**config.mk**
```make
export PLATFORM = sky130hd
export DESIGN_NAME = memory_quota_container_table
export DESIGN_NICKNAME = d
export VERILOG_FILES = /design/src/mqct_pkg.sv /design/src/mqct_store.sv /design/src/mqct_exec.sv /design/src/memory_quota_container_table.sv
export SDC_FILE = /design/constraint.sdc
export NUM_CORES = 2
export LEC_CHECK = 0
export BUFFER_PORTS_ARGS = -buffer_cell sky130_fd_sc_hd__buf_2
export CORE_MARGIN = 1.5
export CORE_UTILIZATION = 50
export CTS_CLUSTER_SIZE = 10
export DETAILED_ROUTE_END_ITERATION = 10
export HOLD_SLACK_MARGIN = 0.1
export PLACE_DENSITY = 0.71
export SYNTH_ARGS = -nofsm -noshare
export SYNTH_HDL_FRONTEND = slang
export SYNTH_SLANG_ARGS = --single-unit
```
**constraint.sdc**
```tcl
create_clock -name clk -period 27.7 [get_ports clk]
set_input_delay 2.77 -clock clk [delete_from_list [all_inputs] [get_ports clk]]
set_output_delay 2.77 -clock clk [all_outputs]
set_load 0.01 [all_outputs]
```
**src/mqct_pkg.sv**
```systemverilog
`timescale 1ns / 1ps
`default_nettype none
// ----------------------------------------------------------------------------
// Memory quota container table package
// Shared widths, command codes, table record types and helper functions.
// ----------------------------------------------------------------------------
package mqct_pkg;

  // Table geometry and field widths.
  localparam int NUM_ENTRIES = 64;
  localparam int MAX_KIDS    = 3;
  localparam int PAGE_BITS   = 20;
  localparam int IDX_W       = $clog2(NUM_ENTRIES);
  localparam int ID_W        = 6;
  localparam int KID_W       = 2;
  localparam int NEW_W       = 7;
  localparam int SLOT_W      = 9;
  localparam int CMD_W       = 2;

  // Stream data widths.
  localparam int IN_W      = CMD_W + ID_W + 2 * PAGE_BITS;
  localparam int RES_W     = ID_W + KID_W + 3 * PAGE_BITS + 1 + NEW_W;
  localparam int OUT_BYTES = (RES_W + 7) / 8;
  localparam int OUT_W     = OUT_BYTES * 8;

  // Command codes.
  localparam logic [CMD_W-1:0] CMD_QUERY = 2'd0;
  localparam logic [CMD_W-1:0] CMD_SPLIT = 2'd1;
  localparam logic [CMD_W-1:0] CMD_ALLOC = 2'd2;
  localparam logic [CMD_W-1:0] CMD_FREE  = 2'd3;

  // Usage and child count of one entry.
  typedef struct packed {
    logic [KID_W-1:0]     children;
    logic [PAGE_BITS-1:0] usage;
  } uc_rec_t;

  // Parent and quota of one entry.
  typedef struct packed {
    logic [ID_W-1:0]      parent;
    logic [PAGE_BITS-1:0] quota;
  } qp_rec_t;

  // Table write request from the execute logic.
  typedef struct packed {
    logic             uc_we;
    logic [IDX_W-1:0] uc_addr;
    uc_rec_t          uc;
    logic             qp_we;
    logic [IDX_W-1:0] qp_addr;
    qp_rec_t          qp;
  } tbl_wr_t;

  // Table contents of the addressed entry.
  typedef struct packed {
    uc_rec_t uc;
    qp_rec_t qp;
  } tbl_rd_t;

  // One result, last field in the lowest bits.
  typedef struct packed {
    logic [PAGE_BITS-1:0] page_out;
    logic [NEW_W-1:0]     new_child;
    logic                 may_consume;
    logic [PAGE_BITS-1:0] usage_now;
    logic [PAGE_BITS-1:0] quota_now;
    logic [KID_W-1:0]     child_count;
    logic [ID_W-1:0]      parent_id;
  } res_t;

  // Unsigned add that saturates at the largest page count.
  function automatic logic [PAGE_BITS-1:0] add_sat(input logic [PAGE_BITS-1:0] a,
                                                   input logic [PAGE_BITS-1:0] b);
    logic [PAGE_BITS:0] s;
    s = {1'b0, a} + {1'b0, b};
    return s[PAGE_BITS] ? {PAGE_BITS{1'b1}} : s[PAGE_BITS-1:0];
  endfunction

endpackage
`default_nettype wire

```
**src/mqct_store.sv**
```systemverilog
`timescale 1ns / 1ps
`default_nettype none
// ----------------------------------------------------------------------------
// Container table storage
// Two memories with registered reads and write bypass, plus per-entry valid
// bits so unwritten entries read zero and new children have no usage or kids.
// ----------------------------------------------------------------------------
module mqct_store import mqct_pkg::*; (
  input  wire logic             clk,
  input  wire logic             rst,
  input  wire logic             rd_en,
  input  wire logic [IDX_W-1:0] rd_addr,
  input  wire logic [IDX_W-1:0] st_addr,
  input  wire tbl_wr_t          wr,
  output tbl_rd_t               rd
);

  uc_rec_t uc_mem [NUM_ENTRIES];
  qp_rec_t qp_mem [NUM_ENTRIES];

  uc_rec_t uc_q;
  qp_rec_t qp_q;

  // live: usage and child count hold written data; clear reads zero.
  logic [NUM_ENTRIES-1:0] live;
  // qp_valid: parent and quota were written by a split.
  logic [NUM_ENTRIES-1:0] qp_valid;

  // Memory writes.
  always_ff @(posedge clk) begin
    if (wr.uc_we) begin
      uc_mem[wr.uc_addr] <= wr.uc;
    end
    if (wr.qp_we) begin
      qp_mem[wr.qp_addr] <= wr.qp;
    end
  end

  // Registered reads; a write at the same edge is passed straight through.
  always_ff @(posedge clk) begin
    if (rd_en) begin
      if (wr.uc_we && (wr.uc_addr == rd_addr)) begin
        uc_q <= wr.uc;
      end else begin
        uc_q <= uc_mem[rd_addr];
      end
      if (wr.qp_we && (wr.qp_addr == rd_addr)) begin
        qp_q <= wr.qp;
      end else begin
        qp_q <= qp_mem[rd_addr];
      end
    end
  end

  // Valid bits. A new child starts with zero usage and no children.
  always_ff @(posedge clk) begin
    if (rst) begin
      live     <= '0;
      qp_valid <= '0;
    end else begin
      if (wr.uc_we) begin
        live[wr.uc_addr] <= 1'b1;
      end
      if (wr.qp_we) begin
        live[wr.qp_addr]     <= 1'b0;
        qp_valid[wr.qp_addr] <= 1'b1;
      end
    end
  end

  // Entries that are not valid read as their reset value.
  always_comb begin
    rd.uc = live[st_addr]     ? uc_q : '0;
    rd.qp = qp_valid[st_addr] ? qp_q : '0;
  end

endmodule
`default_nettype wire

```
**src/mqct_exec.sv**
```systemverilog
`timescale 1ns / 1ps
`default_nettype none
// ----------------------------------------------------------------------------
// Container command execute logic
// Applies one command to the addressed entry and forms the result and the
// table write requests.
// ----------------------------------------------------------------------------
module mqct_exec import mqct_pkg::*; (
  input  wire logic [CMD_W-1:0]     cmd,
  input  wire logic [ID_W-1:0]      id,
  input  wire logic [PAGE_BITS-1:0] amount,
  input  wire logic [PAGE_BITS-1:0] page,
  input  wire logic [PAGE_BITS-1:0] root_quota,
  input  wire tbl_rd_t              rd,
  output tbl_wr_t                   wr,
  output res_t                      res
);

  logic                 in_range;
  logic [SLOT_W-1:0]    slot;
  logic                 split_ok;
  logic [PAGE_BITS-1:0] usage_new;
  logic [KID_W-1:0]     kids_new;
  logic [PAGE_BITS-1:0] quota;

  // Child slot and split checks.
  always_comb begin
    in_range = ({1'b0, id} < (ID_W + 1)'(NUM_ENTRIES));
    slot     = SLOT_W'(id) * SLOT_W'(MAX_KIDS) + SLOT_W'(1) + SLOT_W'(rd.uc.children);
    split_ok = in_range && (cmd == CMD_SPLIT) &&
               ({1'b0, rd.uc.children} < (KID_W + 1)'(MAX_KIDS)) &&
               (slot < SLOT_W'(NUM_ENTRIES));
  end

  // New usage of the addressed entry.
  always_comb begin
    usage_new = rd.uc.usage;
    unique case (cmd)
      CMD_QUERY: usage_new = rd.uc.usage;
      CMD_SPLIT: begin
        if (split_ok) begin
          usage_new = add_sat(rd.uc.usage, amount);
        end
      end
      CMD_ALLOC: begin
        if (page != '0) begin
          usage_new = add_sat(rd.uc.usage, PAGE_BITS'(1));
        end
      end
      CMD_FREE: begin
        if (rd.uc.usage != '0) begin
          usage_new = rd.uc.usage - PAGE_BITS'(1);
        end
      end
      default: usage_new = rd.uc.usage;
    endcase
    kids_new = split_ok ? rd.uc.children + KID_W'(1) : rd.uc.children;
    quota    = (id == '0) ? root_quota : rd.qp.quota;
  end

  // Table writes: the addressed entry, and the new child on a good split.
  always_comb begin
    wr.uc_we       = in_range;
    wr.uc_addr     = id[IDX_W-1:0];
    wr.uc.usage    = usage_new;
    wr.uc.children = kids_new;
    wr.qp_we       = split_ok;
    wr.qp_addr     = slot[IDX_W-1:0];
    wr.qp.quota    = amount;
    wr.qp.parent   = id;
  end

  // Result fields.
  always_comb begin
    if (in_range) begin
      res.parent_id   = rd.qp.parent;
      res.child_count = kids_new;
      res.quota_now   = quota;
      res.usage_now   = usage_new;
      res.may_consume = (usage_new <= quota) && ((quota - usage_new) >= amount);
      res.new_child   = split_ok ? NEW_W'(slot) : NEW_W'(NUM_ENTRIES);
      res.page_out    = ((cmd == CMD_ALLOC) && (page != '0)) ? page : '0;
    end else begin
      res             = '0;
      res.new_child   = NEW_W'(NUM_ENTRIES);
    end
  end

endmodule
`default_nettype wire

```
**src/memory_quota_container_table.sv**
```systemverilog
`timescale 1ns / 1ps
`default_nettype none
// ----------------------------------------------------------------------------
// Memory quota container table
// Per-process page quota table with query, split, allocation and free
// commands on a streaming request channel.
// ----------------------------------------------------------------------------
// Pipeline: an accepted request is held in the request stage register, and
// its result enters the result register when the stage advances.
// Throughput: one request per cycle; the table read-modify-write is bypassed
// from one request to the next, so requests wait only while results stall.
// Reset (rst, synchronous): clears the stage and result valids, the root
// quota register and the table valid bits, so every entry reads zero.
// ----------------------------------------------------------------------------
module memory_quota_container_table import mqct_pkg::*; (
  input  wire logic                 clk,
  input  wire logic                 rst,
  input  wire logic                 cfg_wen,
  input  wire logic [PAGE_BITS-1:0] cfg_wdata,
  input  wire logic                 s_axis_tvalid,
  output logic                      s_axis_tready,
  // tdata, low to high: command, proc_id, amount, alloc_page
  input  wire logic [IN_W-1:0]      s_axis_tdata,
  output logic                      m_axis_tvalid,
  input  wire logic                 m_axis_tready,
  // tdata, low to high: parent_id, child_count, quota_now, usage_now,
  // may_consume, new_child, page_out, zero fill
  output logic [OUT_W-1:0]          m_axis_tdata
);

  logic [PAGE_BITS-1:0] root_quota;

  logic                 st_valid;
  logic [CMD_W-1:0]     st_cmd;
  logic [ID_W-1:0]      st_id;
  logic [PAGE_BITS-1:0] st_amount;
  logic [PAGE_BITS-1:0] st_page;

  logic    accept;
  logic    advance;
  tbl_rd_t rd;
  tbl_wr_t exec_wr;
  tbl_wr_t wr;
  res_t    res;

  // Handshake: the stage moves on whenever the result register is free.
  always_comb begin
    advance       = st_valid && (!m_axis_tvalid || m_axis_tready);
    s_axis_tready = !st_valid || advance;
    accept        = s_axis_tvalid && s_axis_tready;
  end

  // Root quota register.
  always_ff @(posedge clk) begin
    if (rst) begin
      root_quota <= '0;
    end else if (cfg_wen) begin
      root_quota <= cfg_wdata;
    end
  end

  // Request stage register.
  always_ff @(posedge clk) begin
    if (rst) begin
      st_valid <= 1'b0;
    end else if (s_axis_tready) begin
      st_valid <= s_axis_tvalid;
    end
  end

  always_ff @(posedge clk) begin
    if (accept) begin
      st_cmd    <= s_axis_tdata[CMD_W-1:0];
      st_id     <= s_axis_tdata[CMD_W +: ID_W];
      st_amount <= s_axis_tdata[CMD_W + ID_W +: PAGE_BITS];
      st_page   <= s_axis_tdata[CMD_W + ID_W + PAGE_BITS +: PAGE_BITS];
    end
  end

  mqct_store u_store (
    .clk     (clk),
    .rst     (rst),
    .rd_en   (accept),
    .rd_addr (s_axis_tdata[CMD_W +: IDX_W]),
    .st_addr (st_id[IDX_W-1:0]),
    .wr      (wr),
    .rd      (rd)
  );

  mqct_exec u_exec (
    .cmd        (st_cmd),
    .id         (st_id),
    .amount     (st_amount),
    .page       (st_page),
    .root_quota (root_quota),
    .rd         (rd),
    .wr         (exec_wr),
    .res        (res)
  );

  // Table writes happen only when the request moves to the result register.
  always_comb begin
    wr       = exec_wr;
    wr.uc_we = exec_wr.uc_we && advance;
    wr.qp_we = exec_wr.qp_we && advance;
  end

  // Result register.
  always_ff @(posedge clk) begin
    if (rst) begin
      m_axis_tvalid <= 1'b0;
    end else if (!m_axis_tvalid || m_axis_tready) begin
      m_axis_tvalid <= st_valid;
    end
  end

  always_ff @(posedge clk) begin
    if (advance) begin
      m_axis_tdata <= OUT_W'(res);
    end
  end

endmodule
`default_nettype wire
```
# After elaboration in Yosys (flattened, before gate mapping)
# Memories as Yosys holds them, arrays and structs flattened. A register that Yosys moved wholly into a read port is not among the register bits.
# Index checks and enable logic that the tools add are counted.
# op_classes
bitwise,4
mux,25
add_sub_neg,7
eq_ne,3
n_reduce_logical,17
magnitude_cmp,8
mul,1
# ops
operator,n
64-bit two-way mux,3
20-bit two-way mux,7
64-bit bitwise OR,2
20-bit case mux with 4 select lines,1
64-bit bitwise AND,1
64-bit NOT,1
20-bit nonzero test,2
22-bit two-way mux,1
20-bit by 1-bit adder with 21-bit output (second input constant),1
20-bit by 20-bit adder with 21-bit output,1
20-bit greater-or-equal comparator,1
20-bit <= comparator,1
20-bit by 1-bit subtractor with 20-bit output (second input constant),1
20-bit subtractor,1
6-bit by 7-bit less-than comparator with 1-bit output (second input constant),2
1-bit binary-select mux with 6-bit select,2
1-bit demux with 6-bit select,2
6-bit by 1-bit greater-or-equal comparator with 1-bit output (second input constant),2
8-bit by 1-bit adder with 9-bit output (second input constant),1
9-bit by 2-bit adder with 9-bit output,1
1-bit logical AND,9
9-bit by 7-bit less-than comparator with 1-bit output (second input constant),1
6-bit by 2-bit multiplier with 8-bit output (second input constant),1
1-bit two-way mux,8
9 further kinds,12
# word_totals
input_bits,73
regBits,274
n_memories,2
output_inout_bits,82
wordCells,80
ramBits,3072
# memory_table
memory,depth,word_bits,rd,rd_ports_with_merged_regs,write_ports,line,source
u_store.qp_mem,64,26,1,1,1,mqct_store.sv:19,qp_rec_t qp_mem [NUM_ENTRIES];
u_store.uc_mem,64,22,1,1,1,mqct_store.sv:18,uc_rec_t uc_mem [NUM_ENTRIES];

# Longest topological paths before layout
# logic_depth
word_depth,11
depth_mapped,43
ltp_nobuf,36

# Hierarchy
# Synthesis repeated with hierarchy kept, for this count alone.
# hier_totals
cells_unflattened,7069
hier_area_um2,134144.9
# modules_own_cells
mod,area_per_inst_um2,cells_each,instances,seq_area_each_um2
mqct_store,124122.8,6065,1,96252.3
mqct_exec,5460.2,799,1,0.0
memory_quota_container_table,4561.9,205,1,4164.0

# Least setup slack after synthesis
# No wires, ideal clock.
# synth_timing
path_type,register to register
startpoint,register st_id[0]
endpoint,"register m_axis_tdata[48], data pin"
arrival_ns,10.235
synth_period_minus_slack_ns,10.496
setup_ns,0.261
n_path_buf,4
path_stages_with_launch,40
required_time_ns,27.439
slack_ns,17.204
path_cell_list,edfxtp_1 > buf_6 > mux4_2 > o211ai_1 > a2bb2oi_1 > nand3_2 > o21a_1 > buf_2 > buf_2 > buf_2 > nand2_1 > fa_1 > inv_1 > fa_1 > a211oi_1 > or4_1 > o211ai_2 > and2_1 > [... 4 more ...] > a311oi_2 > inv_1 > ha_1 > nand3_1 > o21bai_1 > a311oi_1 > o21ai_0 > a311oi_1 > o21a_1 > nor2_1 > xnor2_1 > ha_1 > o21a_1 > o21a_1 > o211ai_1 > o21ai_0 > a21o_1 > o311a_1
# synth_lines
element,line,source
from (decl),memory_quota_container_table.sv:35,logic [ID_W-1:0] st_id;
from (signal assigned),memory_quota_container_table.sv:74,st_id <= s_axis_tdata[CMD_W +: ID_W];
to (signal assigned),memory_quota_container_table.sv:119,m_axis_tdata <= OUT_W'(res);
to (decl),memory_quota_container_table.sv:28,output logic [OUT_W-1:0] m_axis_tdata

==> reports/qor_table.md <==
| Stage | Quantity | Value |
|:---|:---|:---|
| run status | Status | finished, final reports clean |
| clock network | Longest Clk Path Bufs | 4 |
| clock network | PostCTS Resize Cnt | 0 |
| placed design | Pre-CTS setup slack | 16.98 ns |
| timing | Post-layout worst setup margin | 16.72 ns |
| timing | Endpoints failing hold | 0 |
| route | Detailed-router iteration count before antenna repair | 6 |
| route | Antenna violation net count after detailed routing | 0 |
| synthesis | Flip-flop and latch count after synthesis | 3,394 |
| clock network | Hold buffers post-CTS | 0 |
| route | Mean number of vias per cell | 6.59 |
| timing | Final min period | 10.98 ns |
| worst setup path | Arrival @ worst endpoint | 11.62 ns |
| grt | Global-route wire length before repair | 497,000 µm |
| final layout | Filler cells | 18,800 |
| final layout | Layout cells sized above 1 | 0.297 |
| timing | Share of the clock period used by the worst path after layout | 0.396 |
| power and ir drop | Pwr per Cell Area | 72.7 mW/mm² |
| timing | Remaining max-slew budget at the tightest pin | 0.200 |
| clock network | Library cell used as clock root buffer | sky130_fd_sc_hd__clkbuf_16 |
| grt | Initial antenna violation count | 29 |
| worst setup path | Highest net fanout along the worst path | 87 |
| route | Wirelength, routed | 349,000 µm |
| timing | Sum Neg Setup Slack | 0 ns |
| route | Wirelength per Cell | 33.9 µm |
| floorplanning | Die Span Y | 520 µm |
| synthesis | Cell accounting for the most synthesized area | sky130_fd_sc_hd__edfxtp_1 |
| synthesis | Fraction of the yosys area taken by sequential cells | 0.751 |
| placed design | Buffers on Ports | 150 |
| worst setup path | Slowest cell delay on critical path | 0.71 ns |
| route | Count of unresolved DRC violations after routing | 0 |
| clock network | Worst-Skew Late Latency | 0.91 ns |
| floorplanning | Std-Cell Core Area | 0.266 mm² |
| synthesis | Cell area after technology mapping | 0.134 mm² |
| clock network | Number of setup buffers added after CTS | 0 |
| floorplanning | Number of top-level pins | 155 |
| synthesis | Commonest register cell after synthesis | sky130_fd_sc_hd__edfxtp_1 |
| placed design | Routability cong. | 0.896 |
| synthesis | Post-synth top area share | 0.729 |
| route | DRC marker count from the first detailed-route iteration | 9,352 |
| worst setup path | Critical Path RT | 28.34 ns |
| power and ir drop | Pleak | 0.0477 µW |
| worst setup path | Most common cell on crit path | sky130_fd_sc_hd__o21a_1 |
| clock network | H-tree depth | 5 |
| job | Max Cap Viol | 0 |
| clock network | Clock transition at the registers of the reported paths | 0.06 ns |
| final layout | Total number of nets in the final design | 6,831 |
| timing | Number of pins with negative max-slew slack in the final report | 0 |
| timing | Maximum clock rate | 91.1 MHz |
| worst setup path | Cell at the slowest stage of the critical path | sky130_fd_sc_hd__buf_4 |
| power and ir drop | Maximum vdd ir drop | 47.1 µV |
| floorplanning | Count of standard-cell rows | 189 |
| timing | Final setup skew | 0.0578 ns |
| synthesis | Async S/R FF share, synth | 0 |
| floorplanning | Initial standard-cell utilization of the core | 0.503 |
| grt | GR Overflow Total | 0 |
| synthesis | Instance count of the mapped netlist | 6,239 |
| clock network | TritonCTS clock tree | yes |
| timing | Unrepaired setup endpoints after global routing | no |
| synthesis | Largest cells by area after synthesis | sky130_fd_sc_hd__edfxtp_1 (73%), sky130_fd_sc_hd__mux4_2 (17%), sky130_fd_sc_hd__dfxtp_1 (2.2%) |
| timing | Number of endpoints failing setup at the final stage | 0 |
| final layout | Area added between synthesis and finish | 12.5% |
| grt | Largest net degree at the start of global routing | 113 |
| synthesis | Number of distinct library cells after synthesis | 76 |
| synthesis | Post-synthesis average cell area | 21.4 µm² |
| worst setup path | Critical path capture point type | flip-flop |
| floorplanning | Area of the die | 0.270 mm² |
| worst hold path | Class of the tightest hold or removal check | reg2reg |
| worst setup path | Kind of start point of the critical path | flip-flop |
| floorplanning | Horizontal die dimension | 520 µm |
| synthesis | EDFF count, synth | 3,244 |
| placed design | Hpwl dp | 195,000 µm |
| worst setup path | Critical Setup Path Class | reg2reg |
| route | Via count | 67,800 |
| clock network | Number of buffers inserted during clock tree synthesis | 383 |
| timing | Slew at the pin closest to its max-slew limit | 1.20 ns |
| synthesis | Count of warnings emitted by yosys | 0 |
| grt | Global router's overall resource usage | 0.258 |
| grt | Via count of the first global-routing pass | 67,600 |
| clock network | Clock tree sinks | 3,394 |
## critical path, delay by kind of cell (launching register included)
| family | cells | cell delay [ns] |
|---|---|---|
| adder cells (fa/ha/maj) | 4 | 1.37 |
| buffers and inverters | 6 | 2.08 |
| flip-flops | 1 | 0.33 |
| AND/OR/NAND/NOR | 9 | 2.40 |
| AO/OA/AOI/OAI | 18 | 4.27 |
| XOR/XNOR | 1 | 0.16 |
## power breakdown
| group | switching, µW | internal (µW) | total, µW | leakage (µW) |
|---|---|---|---|---|
| clock | 1840 | 2510 | 4350 | 0.00500 |
| combinational | 550 | 274 | 824 | 0.0121 |
| sequential | 24.2 | 5730 | 5750 | 0.0306 |
## cells in the mapped netlist (15+ instances only)
master and count:
sky130_fd_sc_hd__nand3_1 41, sky130_fd_sc_hd__mux4_2 1034, sky130_fd_sc_hd__xor2_1 20, sky130_fd_sc_hd__and2_1 18
sky130_fd_sc_hd__and3_1 26, sky130_fd_sc_hd__nor2_1 369, sky130_fd_sc_hd__a21oi_1 129, sky130_fd_sc_hd__inv_1 78
sky130_fd_sc_hd__ha_1 83, sky130_fd_sc_hd__nor3_1 94, sky130_fd_sc_hd__a211oi_1 15, sky130_fd_sc_hd__a21o_1 20
sky130_fd_sc_hd__mux2i_1 43, sky130_fd_sc_hd__o21a_1 19, sky130_fd_sc_hd__clkbuf_1 231, sky130_fd_sc_hd__buf_1 69
sky130_fd_sc_hd__edfxtp_1 3244, sky130_fd_sc_hd__nor4_1 21, sky130_fd_sc_hd__o211ai_1 16, sky130_fd_sc_hd__xnor2_1 35
sky130_fd_sc_hd__nand2_1 166, sky130_fd_sc_hd__o21ai_0 84, sky130_fd_sc_hd__dfxtp_1 150
## metal layers
metal,up-vias,global-route usage,wire (µm)
li1,26800,-,-
met1,36300,0.371,137000
met2,4089,0.409,168000
met3,581,0.0493,35300
met4,6,0.0671,8840
met5,-,0,44
## state kept, by name, indices dropped and copies added (netlist names), 20 cells and up
signal            count
m_axis_tdata         76
root_quota           20
st_amount            20
st_page              20
u_store.live         64
u_store.qp_mem     1664
u_store.qp_q         26
u_store.qp_valid     64
u_store.uc_mem     1408
u_store.uc_q         22
## worst paths after layout
kind | slack (ns) | cells past startpoint | end | start
setup / recovery | 16.72 | 38 | m_axis_tdata[48] | st_id[2]
hold / removal | 0.47 | 2 | u_store.qp_valid[18] | u_store.qp_valid[18]
setup reg to reg | 16.72 | 38 | m_axis_tdata[48] | st_id[2]
hold reg to reg | 0.47 | 2 | u_store.qp_valid[18] | u_store.qp_valid[18]
## per-stage QoR
stage                     utilization  hold slack, ns  instances  instance area (µm²)  power (µW)
after floorplan                     -           0.431       6242               134000        6340
after global placement          0.528           0.442       9819               140000        6660
after detailed placement        0.528           0.454       9819               140000        6670
after CTS                       0.566           0.468      10300               150000       11000
after global routing            0.566           0.488      10300               150000       11200
final                           0.566           0.466      10300               150000       10900
## placed cells by master, fill, tap and decap left out, drive strengths merged, types with 13 or more instances in the layout
cell / instances
a21oi: 129
dfxtp: 150
nand4: 14
mux2: 14
and3: 26
inv: 85
nor3: 94
o21a: 19
a21o: 20
o211ai: 18
nand2: 166
xor2: 20
ha: 83
mux2i: 43
buf: 368
edfxtp: 3244
nand3: 42
o21ai: 93
mux4: 1034
a211oi: 15
nor2: 369
clkbuf: 443
nor4: 23
a31oi: 13
xnor2: 35
and2: 18
## kinds of logic after synthesis
| logic type | share of synthesized area |
|---|---|
| other | 0.0000281 |
| adders and majority gates | 0.00837 |
| buffers and inverters | 0.0118 |
| muxes | 0.179 |
| xor gates and xnor gates | 0.00360 |
| and+or+nand+nor | 0.0269 |
| DFF | 0.751 |
| AOI/OAI and AO/OA | 0.0192 |
## final cells by class
| type | count | area, µm² | share of cell area |
|---|---|---|---|
| Clock inverter | 17 | 275 | 0.00183 |
| Antenna cell | 7 | 17.5 | 0.000116 |
| Sequential cell | 3394 | 100000 | 0.668 |
| Inverter | 80 | 300 | 0.00200 |
| Clock buffer | 443 | 9970 | 0.0663 |
| Multi-Input combinational cell | 2444 | 32500 | 0.216 |
| Timing Repair Buffer | 368 | 2490 | 0.0166 |
| Tap cell | 3533 | 4420 | 0.0294 |
(Power assumes the default switching activity.)
